`config.mk`:
```
export PLATFORM = sky130hd
export DESIGN_NAME = fixed_partition_worst_fit_allocator_core
export DESIGN_NICKNAME = d
export VERILOG_FILES = /design/src/rtl/core/fpwf_pkg.sv /design/src/rtl/core/fpwf_search.sv /design/src/rtl/core/fixed_partition_worst_fit_allocator_core.sv
export VERILOG_INCLUDE_DIRS = /design/src /design/src/rtl/core
export SDC_FILE = /design/constraint.sdc
export NUM_CORES = 1
export LEC_CHECK = 0
export BUFFER_PORTS_ARGS = -buffer_cell sky130_fd_sc_hd__buf_2
export CAP_MARGIN = 30
export CORE_MARGIN = 2
export CORE_UTILIZATION = 31
export CTS_CLUSTER_DIAMETER = 80
export CTS_CLUSTER_SIZE = 20
export DETAILED_ROUTE_END_ITERATION = 7
export PLACE_DENSITY = 0.56
export SLEW_MARGIN = 0
export SYNTH_ARGS = -nofsm -noshare
export SYNTH_HDL_FRONTEND = slang
export SYNTH_SLANG_ARGS = --single-unit
```
`constraint.sdc`:
```
create_clock -name clk -period 14.51 [get_ports clk]
set_clock_uncertainty 0.2 [all_clocks]
set_input_delay 2.902 -clock clk [delete_from_list [all_inputs] [get_ports clk]]
set_output_delay 2.902 -clock clk [all_outputs]
set_load 0.01 [all_outputs]
```
`src/rtl/core/fixed_partition_worst_fit_allocator_core_assert.svh`:
```
// Assertion macros shared by the fixed-partition allocator RTL.
`ifndef FIXED_PARTITION_WORST_FIT_ALLOCATOR_CORE_ASSERT_SVH
`define FIXED_PARTITION_WORST_FIT_ALLOCATOR_CORE_ASSERT_SVH
`ifndef SYNTHESIS
`define FPWF_ASSERT_NOW(label, clk, rst_n, ante, cons, msg) \
  label: assert property (@(posedge clk) disable iff (!rst_n) (ante) |-> (cons)) \
    else $error(msg);
`define FPWF_ASSERT_NEXT(label, clk, rst_n, ante, cons, msg) \
  label: assert property (@(posedge clk) disable iff (!rst_n) (ante) |=> (cons)) \
    else $error(msg);
`else
`define FPWF_ASSERT_NOW(label, clk, rst_n, ante, cons, msg)
`define FPWF_ASSERT_NEXT(label, clk, rst_n, ante, cons, msg)
`endif
`endif

```
`src/rtl/core/fpwf_pkg.sv`:
```
// Shared constants, codes and interface types of the fixed-partition allocator.
package fpwf_pkg;

  localparam int MAX_PARTITIONS = 16;
  localparam int SLOT_W = (MAX_PARTITIONS > 1) ? $clog2(MAX_PARTITIONS) : 1;
  localparam int CNT_W = $clog2(MAX_PARTITIONS + 1);

  typedef enum logic [2:0] {
    ST_CREATED   = 3'd0,
    ST_REJECTED  = 3'd1,
    ST_FULL      = 3'd2,
    ST_ALLOCATED = 3'd3,
    ST_NONE      = 3'd4
  } status_t;

  typedef struct packed {
    logic        start;
    logic        def_en;
    logic        def_ok;
    logic        take_en;
    logic [15:0] size;
  } srch_cmd_t;

  typedef struct packed {
    logic              done;
    logic              found;
    logic [SLOT_W-1:0] best_idx;
    logic [15:0]       best_size;
    logic [CNT_W-1:0]  slot_cnt;
  } srch_stat_t;

endpackage

```
`src/rtl/core/fpwf_search.sv`:
```
// Partition table with its size memory and the sequential worst-fit search.
`include "fixed_partition_worst_fit_allocator_core_assert.svh"

module fpwf_search
  import fpwf_pkg::*;
(
  input  logic       clk,
  input  logic       rst_n,
  input  srch_cmd_t  cmd,
  output srch_stat_t stat
);

  logic [15:0] size_mem [MAX_PARTITIONS];
  logic [15:0] rd_data_r;
  logic [MAX_PARTITIONS-1:0] usable_r;
  logic [MAX_PARTITIONS-1:0] taken_r;
  logic [CNT_W-1:0] slot_cnt_r;
  logic [CNT_W-1:0] rd_cnt_r;
  logic [SLOT_W-1:0] rd_idx_r;
  logic [SLOT_W-1:0] best_idx_r;
  logic [SLOT_W-1:0] def_idx;
  logic [15:0] best_size_r;
  logic scanning_r;
  logic rd_vld_r;
  logic found_r;
  logic done_r;
  logic slot_free;
  logic issue;
  logic cand;

  assign def_idx   = slot_cnt_r[SLOT_W-1:0];
  assign slot_free = slot_cnt_r < CNT_W'(MAX_PARTITIONS);
  assign issue     = scanning_r && (rd_cnt_r < slot_cnt_r);
  assign cand      = rd_vld_r && usable_r[rd_idx_r] && !taken_r[rd_idx_r] &&
                     (!found_r || (rd_data_r > best_size_r));

  always_ff @(posedge clk) begin
    if (cmd.def_en && cmd.def_ok && slot_free) begin
      size_mem[def_idx] <= cmd.size;
    end
    if (issue) begin
      rd_data_r <= size_mem[rd_cnt_r[SLOT_W-1:0]];
    end
  end

  always_ff @(posedge clk) begin
    if (issue) begin
      rd_idx_r <= rd_cnt_r[SLOT_W-1:0];
    end
    if (cand) begin
      best_idx_r  <= rd_idx_r;
      best_size_r <= rd_data_r;
    end
  end

  always_ff @(posedge clk) begin
    if (!rst_n) begin
      usable_r   <= '0;
      taken_r    <= '0;
      slot_cnt_r <= '0;
      rd_cnt_r   <= '0;
      scanning_r <= 1'b0;
      rd_vld_r   <= 1'b0;
      found_r    <= 1'b0;
      done_r     <= 1'b0;
    end else begin
      rd_vld_r <= issue;
      if (cand) begin
        found_r <= 1'b1;
      end
      if (cmd.start) begin
        scanning_r <= 1'b1;
        rd_cnt_r   <= '0;
        found_r    <= 1'b0;
        done_r     <= 1'b0;
      end else if (scanning_r) begin
        if (issue) begin
          rd_cnt_r <= rd_cnt_r + CNT_W'(1);
        end else if (!rd_vld_r) begin
          scanning_r <= 1'b0;
          done_r     <= 1'b1;
        end
      end
      if (cmd.def_en && slot_free) begin
        usable_r[def_idx] <= cmd.def_ok;
        taken_r[def_idx]  <= 1'b0;
        slot_cnt_r        <= slot_cnt_r + CNT_W'(1);
      end
      if (cmd.take_en) begin
        taken_r[best_idx_r] <= 1'b1;
      end
    end
  end

  assign stat.done      = done_r;
  assign stat.found     = found_r;
  assign stat.best_idx  = best_idx_r;
  assign stat.best_size = best_size_r;
  assign stat.slot_cnt  = slot_cnt_r;

  `FPWF_ASSERT_NOW(a_taken_usable, clk, rst_n, 1'b1, (taken_r & ~usable_r) == '0, "taken slot not usable")
  `FPWF_ASSERT_NOW(a_done_idle, clk, rst_n, done_r, !scanning_r && !rd_vld_r, "search done while busy")
  `FPWF_ASSERT_NOW(a_rd_in_range, clk, rst_n, rd_vld_r, CNT_W'(rd_idx_r) < slot_cnt_r, "read beyond defined slots")

endmodule

```
`src/rtl/core/fixed_partition_worst_fit_allocator_core.sv`:
```
// Fixed-partition worst-fit allocator: beat handshakes, counters and result register.
// A define beat goes from idle straight to the finish state; a process beat first waits
// in the scan state for the search, which reads one entry of the partition size memory
// per cycle. One beat is worked on at a time; the next is taken while a result still
// waits.
`include "fixed_partition_worst_fit_allocator_core_assert.svh"

module fixed_partition_worst_fit_allocator_core
  import fpwf_pkg::*;
(
  input  logic        clk,
  input  logic        rst_n,
  input  logic        cfg_valid,
  output logic        cfg_ready,
  input  logic [15:0] cfg_total_memory,
  input  logic        in_valid,
  output logic        in_ready,
  input  logic        in_req_type,
  input  logic [15:0] in_size,
  output logic        out_valid,
  input  logic        out_ready,
  output logic [2:0]  out_status,
  output logic [4:0]  out_partition_number,
  output logic [15:0] out_process_number,
  output logic [15:0] out_waste,
  output logic [31:0] out_total_waste,
  output logic [15:0] out_free_space
);

  typedef enum logic [2:0] {
    S_IDLE = 3'b001,
    S_SCAN = 3'b010,
    S_FIN  = 3'b100
  } state_t;

  function automatic logic [15:0] space_fn(input logic [15:0] total, input logic [15:0] used);
    return (used >= total) ? 16'd0 : (total - used);
  endfunction

  state_t state_r, state_nxt;
  logic [15:0] total_memory_r;
  logic [15:0] used_r, used_nxt;
  logic [15:0] proc_cnt_r, proc_cnt_nxt;
  logic [31:0] waste_sum_r, waste_sum_nxt;
  logic        req_type_r;
  logic [15:0] req_size_r;
  logic        out_valid_r;
  status_t     out_status_r, status_nxt;
  logic [4:0]  out_pnum_r, pnum_nxt;
  logic [15:0] out_procnum_r, procnum_nxt;
  logic [15:0] out_waste_r, waste_nxt;
  logic [15:0] out_free_r;
  logic        out_free;
  logic        fin;
  logic        full;
  logic        def_fit;
  logic        grant;
  logic [15:0] waste_calc;
  logic [32:0] wsum;
  logic [15:0] space_now;
  srch_cmd_t   cmd;
  srch_stat_t  stat;

  fpwf_search u_search (
    .clk  (clk),
    .rst_n(rst_n),
    .cmd  (cmd),
    .stat (stat)
  );

  assign cfg_ready = 1'b1;
  assign in_ready  = (state_r == S_IDLE);
  assign out_free  = !out_valid_r || out_ready;
  assign fin       = (state_r == S_FIN) && out_free;

  assign space_now  = space_fn(total_memory_r, used_r);
  assign full       = !(stat.slot_cnt < CNT_W'(MAX_PARTITIONS));
  assign def_fit    = req_size_r <= space_now;
  assign grant      = stat.found && (req_size_r <= stat.best_size);
  assign waste_calc = stat.best_size - req_size_r;
  assign wsum       = {1'b0, waste_sum_r} + {17'd0, waste_calc};

  assign cmd.start   = in_valid && in_ready && in_req_type;
  assign cmd.def_en  = fin && !req_type_r && !full;
  assign cmd.def_ok  = def_fit;
  assign cmd.take_en = fin && req_type_r && grant;
  assign cmd.size    = req_size_r;

  always_comb begin
    state_nxt     = state_r;
    used_nxt      = used_r;
    proc_cnt_nxt  = proc_cnt_r;
    waste_sum_nxt = waste_sum_r;
    status_nxt    = ST_NONE;
    pnum_nxt      = 5'd0;
    procnum_nxt   = 16'd0;
    waste_nxt     = 16'd0;
    case (state_r)
      S_IDLE: begin
        if (in_valid) begin
          state_nxt = in_req_type ? S_SCAN : S_FIN;
        end
      end
      S_SCAN: begin
        if (stat.done) begin
          state_nxt = S_FIN;
        end
      end
      S_FIN: begin
        if (out_free) begin
          state_nxt = S_IDLE;
        end
      end
      default: begin
        state_nxt = S_IDLE;
      end
    endcase
    if (!req_type_r) begin
      if (full) begin
        status_nxt = ST_FULL;
      end else begin
        status_nxt = def_fit ? ST_CREATED : ST_REJECTED;
        pnum_nxt   = 5'(stat.slot_cnt) + 5'd1;
        if (def_fit) begin
          used_nxt = used_r + req_size_r;
        end
      end
    end else begin
      proc_cnt_nxt = (proc_cnt_r == 16'hFFFF) ? proc_cnt_r : proc_cnt_r + 16'd1;
      procnum_nxt  = proc_cnt_nxt;
      if (grant) begin
        status_nxt    = ST_ALLOCATED;
        pnum_nxt      = 5'(stat.best_idx) + 5'd1;
        waste_nxt     = waste_calc;
        waste_sum_nxt = wsum[32] ? 32'hFFFF_FFFF : wsum[31:0];
      end
    end
  end

  always_ff @(posedge clk) begin
    if (!rst_n) begin
      state_r        <= S_IDLE;
      total_memory_r <= 16'd0;
      used_r         <= 16'd0;
      proc_cnt_r     <= 16'd0;
      waste_sum_r    <= 32'd0;
      out_valid_r    <= 1'b0;
    end else begin
      state_r <= state_nxt;
      if (cfg_valid) begin
        total_memory_r <= cfg_total_memory;
      end
      if (fin) begin
        used_r      <= used_nxt;
        proc_cnt_r  <= proc_cnt_nxt;
        waste_sum_r <= waste_sum_nxt;
        out_valid_r <= 1'b1;
      end else if (out_ready) begin
        out_valid_r <= 1'b0;
      end
    end
  end

  always_ff @(posedge clk) begin
    if (in_valid && in_ready) begin
      req_type_r <= in_req_type;
      req_size_r <= in_size;
    end
    if (fin) begin
      out_status_r  <= status_nxt;
      out_pnum_r    <= pnum_nxt;
      out_procnum_r <= procnum_nxt;
      out_waste_r   <= waste_nxt;
      out_free_r    <= space_fn(total_memory_r, used_nxt);
    end
  end

  assign out_valid            = out_valid_r;
  assign out_status           = out_status_r;
  assign out_partition_number = out_pnum_r;
  assign out_process_number   = out_procnum_r;
  assign out_waste            = out_waste_r;
  assign out_total_waste      = waste_sum_r;
  assign out_free_space       = out_free_r;

  `FPWF_ASSERT_NEXT(a_fin_loads, clk, rst_n, fin, out_valid_r, "finished beat not presented")
  `FPWF_ASSERT_NEXT(a_proc_scans, clk, rst_n, in_valid && in_ready && in_req_type, state_r == S_SCAN, "process beat skipped search")
  `FPWF_ASSERT_NOW(a_alloc_slot, clk, rst_n, out_valid_r && (out_status_r == ST_ALLOCATED), (out_pnum_r != 5'd0) && (out_procnum_r != 16'd0), "grant without slot or process")

endmodule
```
==> results_dict.tcl <==
set metrics [dict create \
    status "complete, no violations" \
    grt_pass1_wl_um 92900 \
    drt_wl_total_um 61100 \
    fin_crit_ps 8310 \
    grt_pass1_vias 15437 \
    power.leakage_nw 9.66 \
    die-area_um2 79600 \
    synthArstFlopShare_pct 0 \
    nets 2163 \
    seqPwrFrac_pct 54.9 \
    antenna_cells 0 \
    gp_congestion 0.891 \
    use_met2_pct 26.0 \
    worst_ep_required_time_ps 14620 \
    peakVddDrop_mv 0.0691 \
    hold_path.class "reg -> reg" \
    slowest_delay_ps 630 \
    fmax_ghz 0.120 \
    crit_type "reg -> reg" \
    syn_inst 1860 \
    post_dp_cell_area_um2 25900 \
    stdcell_area_um2 27000 \
    hold_viol 0 \
    port_buffers 127 \
    synth_area_per_cell_um2 12.9 \
    cp_max_fo 19 \
    startpoint_type "flop" \
    synth_cell_type_count 94 \
    final_cell_mix "369 x edfxtp_1, 185 x nor2_1, 128 x dfxtp_1, 127 x buf_2, 126 x ha_1" \
    switching_share_pct 25.5 \
    yosys_most_used_dff "edfxtp_1" \
    power.internal_mw 2.13 \
    antenna_found_initial 3 \
    power.switching_uw 729 \
    grt_use_met1_pct 20.2 \
    grtUsageMet3_pct 2.30 \
    worst_pin_slew_ps 987 \
    grt_overflow_total 0 \
    vias 15367 \
    clkLatencyLatePin_ps 580 \
    synth_area_leader_cell "edfxtp_1" \
    cts_buffers 35 \
    tns_ps 0 \
    cap_violations 0 \
    cts_setup_buffers 0 \
    fillers 7478 \
    synthTopCellsByArea "edfxtp_1 46%, dfxtp_1 11%, mux4_2 7.5%" \
    drc 0 \
    ys_warn_count 0 \
    viasPerCell 5.05 \
    fp.coreArea_um2 76300 \
    holdPathStages 2 \
    whs_ps 257 \
    firstDrtPassIters 7 \
    synth_top_area_share_pct 46.2 \
    drive_above_1_share_pct 17.3 \
    cp-end-kind "flop" \
    combPwrFrac_pct 10.1 \
    row_count 101 \
    syn2layout_area_growth_pct 12.6 \
    clk_pin_slew_ps 90 \
    cts_hold_buf 0 \
    clock-sinks 499 \
    drv_slew 0 \
    cts_resized 0 \
    rr_worst_depth 32 \
    die_y_um 282 \
    syn_area_um2 24000 \
    cts_tree "done" \
    htree_levels 2 \
    grt_max_degree 63 \
    finalCritPeriodShare_pct 57.2 \
    wl_per_cell_um 20.1 \
    setup_viol 0 \
    busiest_layer "met2" \
    layout_commonest_cell "edfxtp_1" \
    slew_headroom_pct 34.2 \
    ant_nets 0 \
    dpl.hpwl_um 41400 \
    grtUsageTotal_pct 15.3 \
    p_clk_share_pct 35.0 \
    critPathSlowestCell "nor2_4" \
    cp.arrival_ps 8420 \
    synth_edf_count 369 \
    cts.path.max_buffers 3 \
    initial_core_util_pct 31.4 \
    drt-initial-drc-count 1061 \
    io_pins 129 \
    synth_seq_cells 499 \
    reg2reg_slack_ps 6200 \
    die_w_um 282 \
    powerDensity_nw_per_um2 106 \
    grt_setup_unrepaired "no" \
    ys_seq_area_share_pct 57.1 \
    synthesis.nets 2029 \
    cts-root-buf "clkbuf_16" \
]
-- critical path: cells and delay by family (launching register included) --
family          cells  cell delay (ps)
simple gates        8             2590
flops               1              340
compound gates     14             2800
fa+ha+maj           5             1370
buf+inv             4              440
mux                 1              280
-- cells by family (layout without fill, tap and decap cells) --
logic type | Yosys count | in the layout | synth area share (%)
AO/OA/AOI/OAI | 340 | 340 | 9.39
XOR/XNOR | 90 | 90 | 3.29
adder cells (fa/ha/maj) | 131 | 131 | 6.99
buffers and inverters | 166 | 317 | 2.94
flip-flops | 499 | 499 | 57.1
multiplexers | 138 | 138 | 9.94
other | 1 | 1 | 0.0156
AND/OR/NAND/NOR | 495 | 495 | 10.4
-- power groups by stage --
stage | Sequential [mW] | Clock (mW) | Combinational [mW]
4_1_cts | 1.57 | 1.03 | 0.287
6_report | 1.57 | 0.998 | 0.290
5_1_grt | 1.57 | 1.08 | 0.322
3_5_place_dp | 1.60 | 0 | 0.286
3_3_place_gp | 1.60 | 0 | 0.279
2_1_floorplan | 1.59 | 0 | 0.213
-- flip-flops by register name (all words and copies together), names as in the netlist, 3 cells and up --
register / count
u_search.size_mem: 256
used_r: 16
u_search.rd_data_r: 16
out_waste: 16
proc_cnt_r: 16
u_search.taken_r: 16
u_search.rd_cnt_r: 5
req_size_r: 16
out_free_space: 16
out_partition_number: 5
u_search.usable_r: 16
u_search.rd_idx_r: 4
u_search.slot_cnt_r: 5
u_search.best_idx_r: 4
u_search.best_size_r: 16
total_memory_r: 16
out_process_number: 16
out_total_waste: 32
out_status: 3
state_r: 3
-- cell type report --
cell class	instances	area, um2	share of cell area, %
Tap cell	1030	1290	4.77
Clock buffer	41	908	3.36
Clock inverter	13	176	0.653
Inverter	101	380	1.41
Sequential cell	499	13700	50.7
Timing Repair Buffer	162	951	3.52
Multi-Input combinational cell	1195	9610	35.6
-- path summary, 6_finish.rpt --
check | from | end
setup / recovery | total_memory_r[0] | out_free_space[3]
hold reg to reg | u_search.taken_r[7] | u_search.taken_r[7]
setup reg to reg | total_memory_r[0] | out_free_space[3]
hold / removal | u_search.taken_r[7] | u_search.taken_r[7]
-- synth_stat cells (16+ instances only) --
master    instances
a21o_1           31
a21oi_1         118
buf_2            16
clkbuf_1         30
dfxtp_1         130
edfxtp_1        369
ha_1            126
inv_1            99
mux2i_1          56
mux4_2           80
nand2_1          80
nand3_1          37
nand4_1          37
nor2_1          186
nor2b_1          23
nor3_1           25
o21ai_0          64
or3_1            16
xnor2_1          56
xor2_1           34
-- per-layer routing --
| metal | wire length, um | share of wire, % | vias to the layer above |
|---|---|---|---|
| met3 | 2930 | 4.8 | 70 |
| met1 | 27100 | 44 | 7714 |
| met2 | 29500 | 48 | 336 |
| li1 | - | - | 7247 |
| met5 | 0 | 0 | - |
| met4 | 1510 | 2.5 | 0 |
-- stage by stage --
step                power (mW)  util [%]  setup WS [ps]  std cells
detailed placement        1.89      33.9           6400       2986
finish                    2.85      35.4           6200       3041
floorplan                 1.80         -           7360       1860
global placement          1.88      33.9           6510       2983
global route              2.97      35.4           5730       3041
CTS                       2.89      35.3           6330       3040
(Power assumes the default switching activity.)
